### config.mk
export PLATFORM = sky130hd
export DESIGN_NAME = timer16_pwm_capture_flat
export DESIGN_NICKNAME = d
export VERILOG_FILES = /design/src/rtl/core/t16pc_pkg.sv /design/src/rtl/core/t16pc_ifs.sv /design/src/rtl/core/t16pc_step.sv /design/src/rtl/core/timer16_pwm_capture.sv /design/src/flat_wrapper.sv
export SDC_FILE = /design/constraint.sdc
export NUM_CORES = 1
export LEC_CHECK = 0
export BUFFER_PORTS_ARGS = -buffer_cell sky130_fd_sc_hd__buf_2
export CELL_PAD_IN_SITES_DETAIL_PLACEMENT = 1
export CELL_PAD_IN_SITES_GLOBAL_PLACEMENT = 1
export CORE_MARGIN = 2
export CORE_UTILIZATION = 52
export DETAILED_ROUTE_END_ITERATION = 8
export MAX_ROUTING_LAYER = met4
export PLACE_DENSITY_LB_ADDON = 0.1
export REMOVE_ABC_BUFFERS = 1
export SLEW_MARGIN = 20
export SYNTH_ARGS = -nofsm -noshare
export SYNTH_HDL_FRONTEND = slang
export SYNTH_SLANG_ARGS = --single-unit
export TNS_END_PERCENT = 30
### constraint.sdc
create_clock -name clk -period 7.35 [get_ports clk]
set_clock_uncertainty 0.1 [all_clocks]
set_input_delay 0.735 -clock clk [delete_from_list [all_inputs] [get_ports clk]]
set_output_delay 0.735 -clock clk [all_outputs]
set_load 0.1 [all_outputs]
### src/rtl/core/t16pc_pkg.sv
// Shared types, register codes and helpers for the 16-bit timer/counter.
package t16pc_pkg;

    localparam int CNT_W      = 16;
    localparam int PRE_W      = 10;
    localparam int CFG_IDX_W  = 3;
    localparam int CFG_DATA_W = 16;

    typedef logic [CNT_W-1:0] count_t;
    typedef logic [PRE_W-1:0] prescale_t;

    // Waveform generation modes
    localparam logic [2:0] MODE_NORMAL   = 3'd0;
    localparam logic [2:0] MODE_CTC_CMPA = 3'd1;
    localparam logic [2:0] MODE_CTC_CAP  = 3'd2;
    localparam logic [2:0] MODE_PWM8     = 3'd3;
    localparam logic [2:0] MODE_PWM10    = 3'd4;
    localparam logic [2:0] MODE_PWM_CAP  = 3'd5;
    localparam logic [2:0] MODE_PWM_CMPA = 3'd6;

    // Clock select codes
    localparam logic [2:0] CS_STOP    = 3'd0;
    localparam logic [2:0] CS_DIV1    = 3'd1;
    localparam logic [2:0] CS_DIV8    = 3'd2;
    localparam logic [2:0] CS_DIV64   = 3'd3;
    localparam logic [2:0] CS_DIV256  = 3'd4;
    localparam logic [2:0] CS_DIV1024 = 3'd5;

    // Compare output modes
    localparam logic [1:0] COM_OFF    = 2'd0;
    localparam logic [1:0] COM_TOGGLE = 2'd1;
    localparam logic [1:0] COM_NONINV = 2'd2;
    localparam logic [1:0] COM_INV    = 2'd3;

    // Configuration register indexes
    localparam logic [CFG_IDX_W-1:0] REG_WAVE_MODE    = 3'd0;
    localparam logic [CFG_IDX_W-1:0] REG_CLOCK_SELECT = 3'd1;
    localparam logic [CFG_IDX_W-1:0] REG_COMPARE_A    = 3'd2;
    localparam logic [CFG_IDX_W-1:0] REG_COMPARE_B    = 3'd3;
    localparam logic [CFG_IDX_W-1:0] REG_TOP          = 3'd4;
    localparam logic [CFG_IDX_W-1:0] REG_OUTPUT_MODES = 3'd5;
    localparam logic [CFG_IDX_W-1:0] REG_CAP_RISING   = 3'd6;
    localparam logic [CFG_IDX_W-1:0] REG_IRQ_ENABLES  = 3'd7;

    typedef struct packed {
        logic [2:0] wave_mode;
        logic [2:0] clock_select;
        count_t     cmp_a;
        count_t     cmp_b;
        count_t     top_reg;
        logic [3:0] output_modes;
        logic       cap_rising;
        logic [1:0] irq_en;
    } cfg_t;

    typedef struct packed {
        prescale_t pre;
        count_t    cnt;
        logic      pin_a;
        logic      pin_b;
        logic      last_pin;
        count_t    cap;
    } state_t;

    typedef struct packed {
        count_t count_now;
        logic   wave_a;
        logic   wave_b;
        logic   overflow_irq;
        logic   capture_irq;
        count_t capture_value;
    } result_t;

    // Low prescaler bits that must all be set for a timer strobe.
    function automatic prescale_t prescale_mask(input logic [2:0] cs);
        prescale_t mask;
        case (cs)
            CS_DIV1:    mask = prescale_t'(0);
            CS_DIV8:    mask = prescale_t'(7);
            CS_DIV64:   mask = prescale_t'(63);
            CS_DIV256:  mask = prescale_t'(255);
            CS_DIV1024: mask = prescale_t'(1023);
            default:    mask = prescale_t'(0);
        endcase
        return mask;
    endfunction

endpackage

### src/rtl/core/t16pc_ifs.sv
// Channel interfaces: capture pin tick in, timer result out.
interface t16pc_cap_if;
    logic valid;
    logic ready;
    logic capture_pin;

    modport source (output valid, output capture_pin, input ready);
    modport sink   (input valid, input capture_pin, output ready);
endinterface

interface t16pc_res_if import t16pc_pkg::*; ();
    logic   valid;
    logic   ready;
    count_t count_now;
    logic   wave_a;
    logic   wave_b;
    logic   overflow_irq;
    logic   capture_irq;
    count_t capture_value;

    modport source (
        output valid, output count_now, output wave_a, output wave_b,
        output overflow_irq, output capture_irq, output capture_value,
        input  ready
    );
    modport sink (
        input  valid, input count_now, input wave_a, input wave_b,
        input  overflow_irq, input capture_irq, input capture_value,
        output ready
    );
endinterface

### src/rtl/core/t16pc_step.sv
// One timer tick: prescaler, counter, compare outputs and input capture.
module t16pc_step import t16pc_pkg::*; (
    input  cfg_t    cfg,
    input  state_t  cur,
    input  logic    capture_pin,
    output state_t  nxt,
    output result_t res
);

    function automatic logic connected(input logic [1:0] com, input logic pwm,
                                       input logic toggle_ok);
        logic c;
        c = 1'b1;
        if (com == COM_OFF)
            c = 1'b0;
        else if (pwm && com == COM_TOGGLE && !toggle_ok)
            c = 1'b0;
        return c;
    endfunction

    function automatic logic wave_next(input logic level, input logic [1:0] com,
                                       input logic pwm, input logic conn,
                                       input logic match, input logic bottom);
        logic v;
        v = level;
        if (conn)
        begin
            if (!pwm)
            begin
                if (match)
                    v = (com == COM_TOGGLE) ? ~level : (com == COM_INV);
            end
            else if (com == COM_TOGGLE)
            begin
                if (match)
                    v = ~level;
            end
            else if (bottom)
                v = (com == COM_NONINV);
            else if (match)
                v = (com == COM_INV);
        end
        return v;
    endfunction

    logic [2:0] mode;
    logic       pwm;
    logic [1:0] com_a;
    logic [1:0] com_b;
    count_t     top;
    logic       cap_edge;
    logic       cap_ev;
    logic       running;
    prescale_t  mask;
    logic       strobe;
    logic       at_top;
    count_t     cnt_new;
    logic       bottom;
    logic       ovf;
    logic       conn_a;
    logic       conn_b;

    always_comb
    begin
        // the unused mode code runs as normal mode
        mode  = (cfg.wave_mode > MODE_PWM_CMPA) ? MODE_NORMAL : cfg.wave_mode;
        pwm   = (mode >= MODE_PWM8);
        com_a = cfg.output_modes[1:0];
        com_b = cfg.output_modes[3:2];

        case (mode)
            MODE_CTC_CMPA, MODE_PWM_CMPA: top = cfg.cmp_a;
            MODE_CTC_CAP, MODE_PWM_CAP:   top = cfg.top_reg;
            MODE_PWM8:                    top = count_t'(8'hFF);
            MODE_PWM10:                   top = count_t'(10'h3FF);
            default:                      top = '1;
        endcase

        cap_edge = cfg.cap_rising ? (capture_pin & ~cur.last_pin)
                                  : (~capture_pin & cur.last_pin);
        cap_ev   = cap_edge && !(mode inside {MODE_CTC_CAP, MODE_PWM_CAP});

        running = cfg.clock_select inside {[CS_DIV1:CS_DIV1024]};
        mask    = prescale_mask(cfg.clock_select);
        strobe  = running && ((cur.pre & mask) == mask);

        at_top  = (cur.cnt == top);
        cnt_new = (mode != MODE_NORMAL && at_top) ? '0 : count_t'(cur.cnt + 1'b1);
        bottom  = (cnt_new == '0);
        ovf     = strobe && (pwm ? at_top : (cur.cnt == '1));
        conn_a  = connected(com_a, pwm, mode == MODE_PWM_CMPA);
        conn_b  = connected(com_b, pwm, 1'b0);

        nxt.pre      = running ? prescale_t'(cur.pre + 1'b1) : cur.pre;
        nxt.cnt      = strobe ? cnt_new : cur.cnt;
        nxt.pin_a    = strobe ? wave_next(cur.pin_a, com_a, pwm, conn_a,
                                          cur.cnt == cfg.cmp_a, bottom) : cur.pin_a;
        nxt.pin_b    = strobe ? wave_next(cur.pin_b, com_b, pwm, conn_b,
                                          cur.cnt == cfg.cmp_b, bottom) : cur.pin_b;
        nxt.last_pin = capture_pin;
        // latch the count held before this tick's strobe
        nxt.cap      = cap_ev ? cur.cnt : cur.cap;

        res.count_now     = nxt.cnt;
        res.wave_a        = conn_a & nxt.pin_a;
        res.wave_b        = conn_b & nxt.pin_b;
        res.overflow_irq  = ovf & cfg.irq_en[0];
        res.capture_irq   = cap_ev & cfg.irq_en[1];
        res.capture_value = nxt.cap;
    end

endmodule

### src/rtl/core/timer16_pwm_capture.sv
// Top level of the 16-bit timer/counter with fast PWM and input capture.
//
//  channel   dir  handshake      payload
//  cap       in   valid/ready    capture_pin
//  res       out  valid/ready    count_now, wave_a, wave_b, overflow_irq,
//                                capture_irq, capture_value
//  cfg       in   cfg_we         cfg_index, cfg_data
//
// One tick beat is taken per cycle when cap.ready is high; each result passes
// the input register, then the result register, with the combinational tick
// update between them. Timer state advances when a beat moves into the result
// register. rst_n clears all but the payload registers. A stalled result holds
// both stages; the input side keeps taking beats while the stage ahead drains.
module timer16_pwm_capture import t16pc_pkg::*; (
    input  logic                  clk,
    input  logic                  rst_n,
    t16pc_cap_if.sink             cap,
    t16pc_res_if.source           res,
    input  logic                  cfg_we,
    input  logic [CFG_IDX_W-1:0]  cfg_index,
    input  logic [CFG_DATA_W-1:0] cfg_data
);

    cfg_t    cfg_reg;
    state_t  state_reg;
    state_t  state_next;
    logic    s1_valid_reg;
    logic    s1_pin_reg;
    logic    res_valid_reg;
    result_t res_reg;
    result_t res_next;
    logic    s1_go;

    assign s1_go     = s1_valid_reg && (!res_valid_reg || res.ready);
    assign cap.ready = !s1_valid_reg || s1_go;

    t16pc_step u_step (
        .cfg         (cfg_reg),
        .cur         (state_reg),
        .capture_pin (s1_pin_reg),
        .nxt         (state_next),
        .res         (res_next)
    );

    always_ff @(posedge clk or negedge rst_n)
    begin
        if (!rst_n)
        begin
            cfg_reg       <= '0;
            state_reg     <= '0;
            s1_valid_reg  <= 1'b0;
            res_valid_reg <= 1'b0;
        end
        else
        begin
            if (cfg_we)
            begin
                case (cfg_index)
                    REG_WAVE_MODE:    cfg_reg.wave_mode    <= cfg_data[2:0];
                    REG_CLOCK_SELECT: cfg_reg.clock_select <= cfg_data[2:0];
                    REG_COMPARE_A:    cfg_reg.cmp_a        <= count_t'(cfg_data);
                    REG_COMPARE_B:    cfg_reg.cmp_b        <= count_t'(cfg_data);
                    REG_TOP:          cfg_reg.top_reg      <= count_t'(cfg_data);
                    REG_OUTPUT_MODES: cfg_reg.output_modes <= cfg_data[3:0];
                    REG_CAP_RISING:   cfg_reg.cap_rising   <= cfg_data[0];
                    REG_IRQ_ENABLES:  cfg_reg.irq_en       <= cfg_data[1:0];
                    default:          cfg_reg              <= cfg_reg;
                endcase
            end

            if (cap.ready)
                s1_valid_reg <= cap.valid;

            if (s1_go)
            begin
                state_reg     <= state_next;
                res_valid_reg <= 1'b1;
            end
            else if (res.ready)
                res_valid_reg <= 1'b0;
        end
    end

    // payload stages, no reset
    always_ff @(posedge clk)
    begin
        if (cap.valid && cap.ready)
            s1_pin_reg <= cap.capture_pin;
        if (s1_go)
            res_reg <= res_next;
    end

    assign res.valid         = res_valid_reg;
    assign res.count_now     = res_reg.count_now;
    assign res.wave_a        = res_reg.wave_a;
    assign res.wave_b        = res_reg.wave_b;
    assign res.overflow_irq  = res_reg.overflow_irq;
    assign res.capture_irq   = res_reg.capture_irq;
    assign res.capture_value = res_reg.capture_value;

    a_go_gives_result: assert property (@(posedge clk) disable iff (!rst_n)
        s1_go |=> res_valid_reg)
        else $error("tick beat advanced but no result was registered");

    a_stopped_holds_count: assert property (@(posedge clk) disable iff (!rst_n)
        (s1_go && cfg_reg.clock_select == CS_STOP)
            |=> (res_reg.count_now == $past(state_reg.cnt)))
        else $error("counter moved while the timer clock was stopped");

    a_no_capture_regtop: assert property (@(posedge clk) disable iff (!rst_n)
        (res_valid_reg && (cfg_reg.wave_mode == MODE_CTC_CAP ||
                           cfg_reg.wave_mode == MODE_PWM_CAP))
            |-> !res_reg.capture_irq)
        else $error("capture pulse in a capture-register-top mode");

    a_capture_latches_count: assert property (@(posedge clk) disable iff (!rst_n)
        (s1_go && res_next.capture_irq)
            |=> (res_reg.capture_value == $past(state_reg.cnt)))
        else $error("capture pulse without the pre-strobe count latched");

endmodule
### src/flat_wrapper.sv
// flat-port wrapper written by rule: the top's interface ports become plain ports
module timer16_pwm_capture_flat import t16pc_pkg::*;
  (clk, rst_n, cfg_we, cfg_index, cfg_data, cap_valid, cap_capture_pin, cap_ready, res_valid, res_count_now, res_wave_a, res_wave_b, res_overflow_irq, res_capture_irq, res_capture_value, res_ready);
  t16pc_cap_if cap_i ();
  t16pc_res_if res_i ();
  input  logic clk;
  input  logic rst_n;
  input  logic cfg_we;
  input  logic [CFG_IDX_W-1:0] cfg_index;
  input  logic [CFG_DATA_W-1:0] cfg_data;
  input wire logic [$bits(cap_i.valid)-1:0] cap_valid;
  input wire logic [$bits(cap_i.capture_pin)-1:0] cap_capture_pin;
  output wire logic [$bits(cap_i.ready)-1:0] cap_ready;
  output wire logic [$bits(res_i.valid)-1:0] res_valid;
  output wire logic [$bits(res_i.count_now)-1:0] res_count_now;
  output wire logic [$bits(res_i.wave_a)-1:0] res_wave_a;
  output wire logic [$bits(res_i.wave_b)-1:0] res_wave_b;
  output wire logic [$bits(res_i.overflow_irq)-1:0] res_overflow_irq;
  output wire logic [$bits(res_i.capture_irq)-1:0] res_capture_irq;
  output wire logic [$bits(res_i.capture_value)-1:0] res_capture_value;
  input wire logic [$bits(res_i.ready)-1:0] res_ready;
  assign cap_i.valid = cap_valid;
  assign cap_i.capture_pin = cap_capture_pin;
  assign cap_ready = cap_i.ready;
  assign res_valid = res_i.valid;
  assign res_count_now = res_i.count_now;
  assign res_wave_a = res_i.wave_a;
  assign res_wave_b = res_i.wave_b;
  assign res_overflow_irq = res_i.overflow_irq;
  assign res_capture_irq = res_i.capture_irq;
  assign res_capture_value = res_i.capture_value;
  assign res_i.ready = res_ready;
  timer16_pwm_capture u_core (.clk(clk), .rst_n(rst_n), .cap(cap_i), .res(res_i), .cfg_we(cfg_we), .cfg_index(cfg_index), .cfg_data(cfg_data));
endmodule
# Word-level counts from Yosys, hierarchy flattened
# Cells that the tools add are included.
[totals]
reg_bits = 145
input_bits = 25
out_inout_bits = 38
word_cells = 134
[op_classes]
n_addsub = 2
order_cmp = 4
n_eq_ne = 28
n_mux = 32
n_bitwise = 11
reduce_logical = 34
[ops]
columns = ["cell", "count"]
rows = [
  ["$pmux W16 S4", 1],
  ["$eq A16 B16 Y1", 3],
  ["$mux W16", 3],
  ["$pmux W10 S4", 1],
  ["$eq A3 B3 Y1 const B", 9],
  ["$mux W1", 26],
  ["$eq A3 B2 Y1 const B", 6],
  ["$reduce_and A2 Y1", 9],
  ["$add A16 B1 Y16 const B", 1],
  ["$eq A16 B16 Y1 const B", 1],
  ["$logic_not A16 Y1", 1],
  ["$add A10 B1 Y10 const B", 1],
  ["$and A10 B10 Y10", 1],
  ["$eq A10 B10 Y1", 1],
  ["$logic_and A1 B1 Y1", 10],
  ["$eq A2 B2 Y1 const B", 4],
  ["$and A1 B1 Y1", 6],
  ["$eq A3 B1 Y1 const B", 2],
  ["$eq A2 B1 Y1 const B", 2],
  ["$logic_not A1 Y1", 4],
  ["$logic_not A2 Y1", 2],
  ["$not A1 Y1", 4],
  ["$reduce_bool A2 Y1", 2],
  ["$reduce_or A2 Y1", 2],
  ["8 further kinds", 9],
]

# Logic depth before layout (Yosys ltp)
[depth]
depth_word = 15
mapped_depth = 12
depth_no_buf = 10

# Cells and area by module
# A second synthesis with hierarchy kept.
[hier_totals]
cells_unflattened = 701
hier_area_um2 = 8076.5
[by_module_without_submodules]
columns = ["module", "instances", "cells_per_inst", "area_per_inst_um2", "seq_area_each_um2"]
rows = [
  ["timer16_pwm_capture", 1, 277, 5197.5, 3813.7],
  ["t16pc_step", 1, 424, 2879.0, 0.0],
]

# Worst setup path before layout
# OpenSTA, ideal clock, no wires.
[synth_path]
path_type = "reg2reg"
startpoint = "reg u_core.res_valid_reg, in the netlist u_core.res.valid"
endpoint = "reg u_core.state_reg[10] (netlist bit)"
arrival_ps = 3223
t_required_ps = 7123
setup_slack_ps = 3900
stages_incl_launch_ff = 7
n_path_buf = 2
synth_period_minus_slack_ps = 3450
path_cell_list = "dfrtp_1 -> nand2b_1 -> nand2_1 -> inv_1 -> clkbuf_1 -> clkbuf_1 -> mux2_2"
[synth_between]
elab_chain_len = 3
[synth_rtl]
columns = ["item", "line_no", "source"]
rows = [
  ["from (decl)", "timer16_pwm_capture.sv:29", "logic res_valid_reg;"],
  ["from (signal assigned)", "timer16_pwm_capture.sv:52", "res_valid_reg <= 1'b0;"],
  ["from (signal assigned)", "timer16_pwm_capture.sv:77", "res_valid_reg <= 1'b1;"],
  ["from (signal assigned)", "timer16_pwm_capture.sv:80", "res_valid_reg <= 1'b0;"],
  ["$logic_not A1 Y1", "timer16_pwm_capture.sv:34", "assign s1_go = s1_valid_reg && (!res_valid_reg || res.ready);"],
  ["$logic_or A1 B1 Y1", "timer16_pwm_capture.sv:34", ""],
  ["$logic_and A1 B1 Y1", "timer16_pwm_capture.sv:34", ""],
  ["net u_core.s1_go", "timer16_pwm_capture.sv:32", "logic s1_go;"],
  ["to (signal assigned)", "timer16_pwm_capture.sv:76", "state_reg <= state_next;"],
  ["to (decl)", "timer16_pwm_capture.sv:25", "state_t state_reg;"],
]
# The timed path passes the listed nets, and every way through them passes these cells.
# A chain may end at the register's enable or synchronous reset.

==> results.sh <==
export IMPL_rsz0062_at_grt="false"
export IMPL_drtIter0Drc=318
export IMPL_insertion_delay_ns=0.44
export IMPL_grt_util_met3_pct=5.778
export IMPL_tritoncts="done"
export IMPL_synth_compound_area_share_pct=11.28
export IMPL_area_growth_pct=13.82
export IMPL_yosysSeqAreaShare_pct=48.96
export IMPL_p_leak_uw=0.003609
export IMPL_grt_use_met1_pct=35.46
export IMPL_clock_sinks=145
export IMPL_totalWireLength_um=21350
export IMPL_whs_ns=0.2099
export IMPL_endpoint_kind="flip-flop"
export IMPL_synth_area_mux_share_pct=16.05
export IMPL_syn_instance_count=714
export IMPL_cts_root_buf="clkbuf_16"
export IMPL_placement_rows=44
export IMPL_h_tree_depth=4
export IMPL_initial_utilization_pct=53.39
export IMPL_clk_pin_slew_worst_paths_ns=0.06
export IMPL_post_drt_wl_per_cell_um=22.38
export IMPL_dieWidth_um=126.4
export IMPL_startpoint="u_core.cfg_reg[58]$_DFFE_PN0P_"
export IMPL_clock_fmax_mhz=224.5
export IMPL_slew_viol_final=0
export IMPL_place_congestion=0.8848
export IMPL_path_max_fanout=32
export IMPL_syn_area_per_cell_um2=10.91
export IMPL_max_cap_violations=0
export IMPL_place_ws_ns=2.967
export IMPL_synth_top_area_share_pct=34.70
export IMPL_port_buffers=62
export IMPL_synth_edf_count=37
export IMPL_die_h_um=126.4
export IMPL_ys_warn_count=0
export IMPL_overflow=0
export IMPL_largest_register_ffs=61
export IMPL_synth_cell_types=54
export IMPL_num_vias=5809
export IMPL_netlist_area_mm2=0.007789
export IMPL_power_density_mw_per_mm2=316.3
export IMPL_pwr_share_comb_pct=27.0
export IMPL_yosys_area_share_simple_pct=14.43
export IMPL_pwr_share_clk_pct=33.0
export IMPL_vias_per_cell=6.089
export IMPL_cts_buffers_inserted=17
export IMPL_timing_final_crit_share_pct=60.59
export IMPL_dieArea_mm2=0.01597
export IMPL_finalCriticalPeriod_ns=4.453
export IMPL_grt_pass1_wl_um=35200
export IMPL_layout_common_cells="dfrtp_1, mux2_2, buf_2"
export IMPL_synth_seq_cells=145
export IMPL_switching_share_pct=34.98
export IMPL_p_int_uw=1823
export IMPL_synthTopCellsByArea="dfrtp_1, edfxtp_1, mux2_2"
export IMPL_nNetsFinal=784
export IMPL_ctsResizeCount=0
export IMPL_r2r_start="u_core.cfg_reg[58]$_DFFE_PN0P_"
export IMPL_final_common_cell="dfrtp_1"
export IMPL_cp_arrival_ns=4.54
export IMPL_ir_drop_uv=197.3
export IMPL_start_kind="flip-flop"
export IMPL_synth_fa_ha_area_share_pct=0.3213
export IMPL_detail_route_antenna_nets=0
export IMPL_switchingPower_uw=980.8
export IMPL_final_core_util_pct=60.76
export IMPL_ys_async_sr_fraction_pct=74.48
export IMPL_fin_tns_setup_ns=0
export IMPL_max_slew_margin_pct=31.85
export IMPL_gr_max_usage_layer="met2"
export IMPL_post_dp_hpwl_um=14770
export IMPL_dr_pass1_iters=5
export IMPL_antenna_cells=0
export IMPL_critPathRequiredTime_ns=7.44
export IMPL_core_area_mm2=0.01459
export IMPL_hold_viol=0
export IMPL_hp_class="primary input to asynchronous set/reset pin"
export IMPL_fin_ws_ns=2.897
export IMPL_grt_pass1_vias=6351
export IMPL_grt_usage_pct=29.33
export IMPL_use_met2_pct=49.32
export IMPL_synth_xor_area_share_pct=6.072
export IMPL_drive_above_1_share_pct=26.62
export IMPL_setup_violations=0
export IMPL_synth_top_family_by_area="multiplexers"
export IMPL_holdBufCountCts=0
export IMPL_status="finished, final reports clean"
export IMPL_grt_max_degree=61
export IMPL_ios=63
export IMPL_ys_flop_type="dfrtp_1"
export IMPL_critPathKind="flip-flop to flip-flop"
export IMPL_drc=0
export IMPL_antenna_found_initial=0
export IMPL_yosys_area_top_type="dfrtp_1"
export IMPL_cts_max_path_buffers=2
export IMPL_pwr_share_seq_pct=40.1
export IMPL_post_cts_setup_buffers=0
export IMPL_worstMarginPinSlew_ns=1.017
-- path summary, 6_finish.rpt --
| check | depth (start not counted) | to | slack [ns] |
|---|---|---|---|
| setup / recovery | 9 | u_core.res.count_now[7]$_DFFE_PP_ | 2.90 |
| hold / removal | 1 | u_core.state_reg[8]$_DFFE_PN0P_ | 0.21 |
| setup reg to reg | 9 | u_core.res.count_now[7]$_DFFE_PP_ | 2.90 |
| hold reg to reg | 1 | u_core.state_reg[44]$_DFFE_PN0P_ | 0.38 |
| max in group asynchronous | 2 | u_core.cfg_reg[40]$_DFFE_PN0P_ | 5.68 |
| min in group clk | 1 | u_core.state_reg[44]$_DFFE_PN0P_ | 0.38 |
-- metal layers --
| metal | part of all wire (%) | routed length [µm] |
|---|---|---|
| met4 | 2.5 | 535 |
| met3 | 3.4 | 720 |
| met5 | 0 | 0 |
| met2 | 52 | 11140 |
| met1 | 42 | 8959 |
-- critical path, stage by stage (launching register included) --
cell and delay [ns]:
dfrtp_1 0.95, nor2b_1 0.52, a22oi_1 0.19, xnor2_1 0.24
nand3_1 0.12, nor4_2 0.52, nand3_1 0.57, nand2b_1 0.70
nor3_1 0.11, a21o_1 0.19
-- cells by family after synthesis --
| group | count (synthesis) |
|---|---|
| XOR/XNOR | 54 |
| flip-flops | 145 |
| multiplexers | 113 |
| AO/OA/AOI/OAI | 136 |
| adder cells (fa/ha/maj) | 2 |
| buffers and inverters | 57 |
| AND/OR/NAND/NOR | 207 |
-- through the flow --
stage | total power [µW] | instances | cell area [µm²]
after global placement | 1843 | 922 | 8222
final | 2804 | 954 | 8865
after CTS | 2820 | 954 | 8859
after floorplan | 1661 | 670 | 7612
after global routing | 2935 | 954 | 8865
after detailed placement | 1885 | 922 | 8222
-- power groups by stage --
| stage | sequential, µW | clock, µW | combinational, µW |
|---|---|---|---|
| after detailed placement | 1130 | 0 | 752 |
| after global routing | 1150 | 967 | 822 |
| after floorplan | 1240 | 0 | 419 |
| final | 1120 | 924 | 756 |
| after global placement | 1120 | 0 | 724 |
| after CTS | 1120 | 937 | 760 |
-- Yosys cell counts (4+ instances only) --
master    instances
o21ai_0          54
inv_1            13
or3_1             9
xor2_1            6
a21oi_1          12
dfrtp_1         108
nand2b_1         21
nor2_1           18
nand4_1          20
nand2_1          46
nor3_1           12
edfxtp_1         37
o22ai_1           4
clkbuf_1         31
a22oi_1           8
mux2_2           94
xnor2_1          48
nor4_1            6
buf_2             9
nor3b_1           4
and2_1           10
nor2b_1           7
a21o_1            7
buf_1             4
nand3_1          26
mux2i_1          18
and3_1           13
a221oi_1          8
o31ai_1          19
-- layout make-up --
| cell class | count | area [µm²] |
|---|---|---|
| Multi-Input combinational cell | 512 | 3777 |
| Tap cell | 184 | 230.2 |
| Sequential cell | 145 | 3814 |
| Inverter | 13 | 48.80 |
| Timing Repair Buffer | 68 | 357.8 |
| Clock buffer | 23 | 521.8 |
| Clock inverter | 9 | 115.1 |
| Fill cell | 1534 | 5724 |
Power figures use the tool's default switching activity.
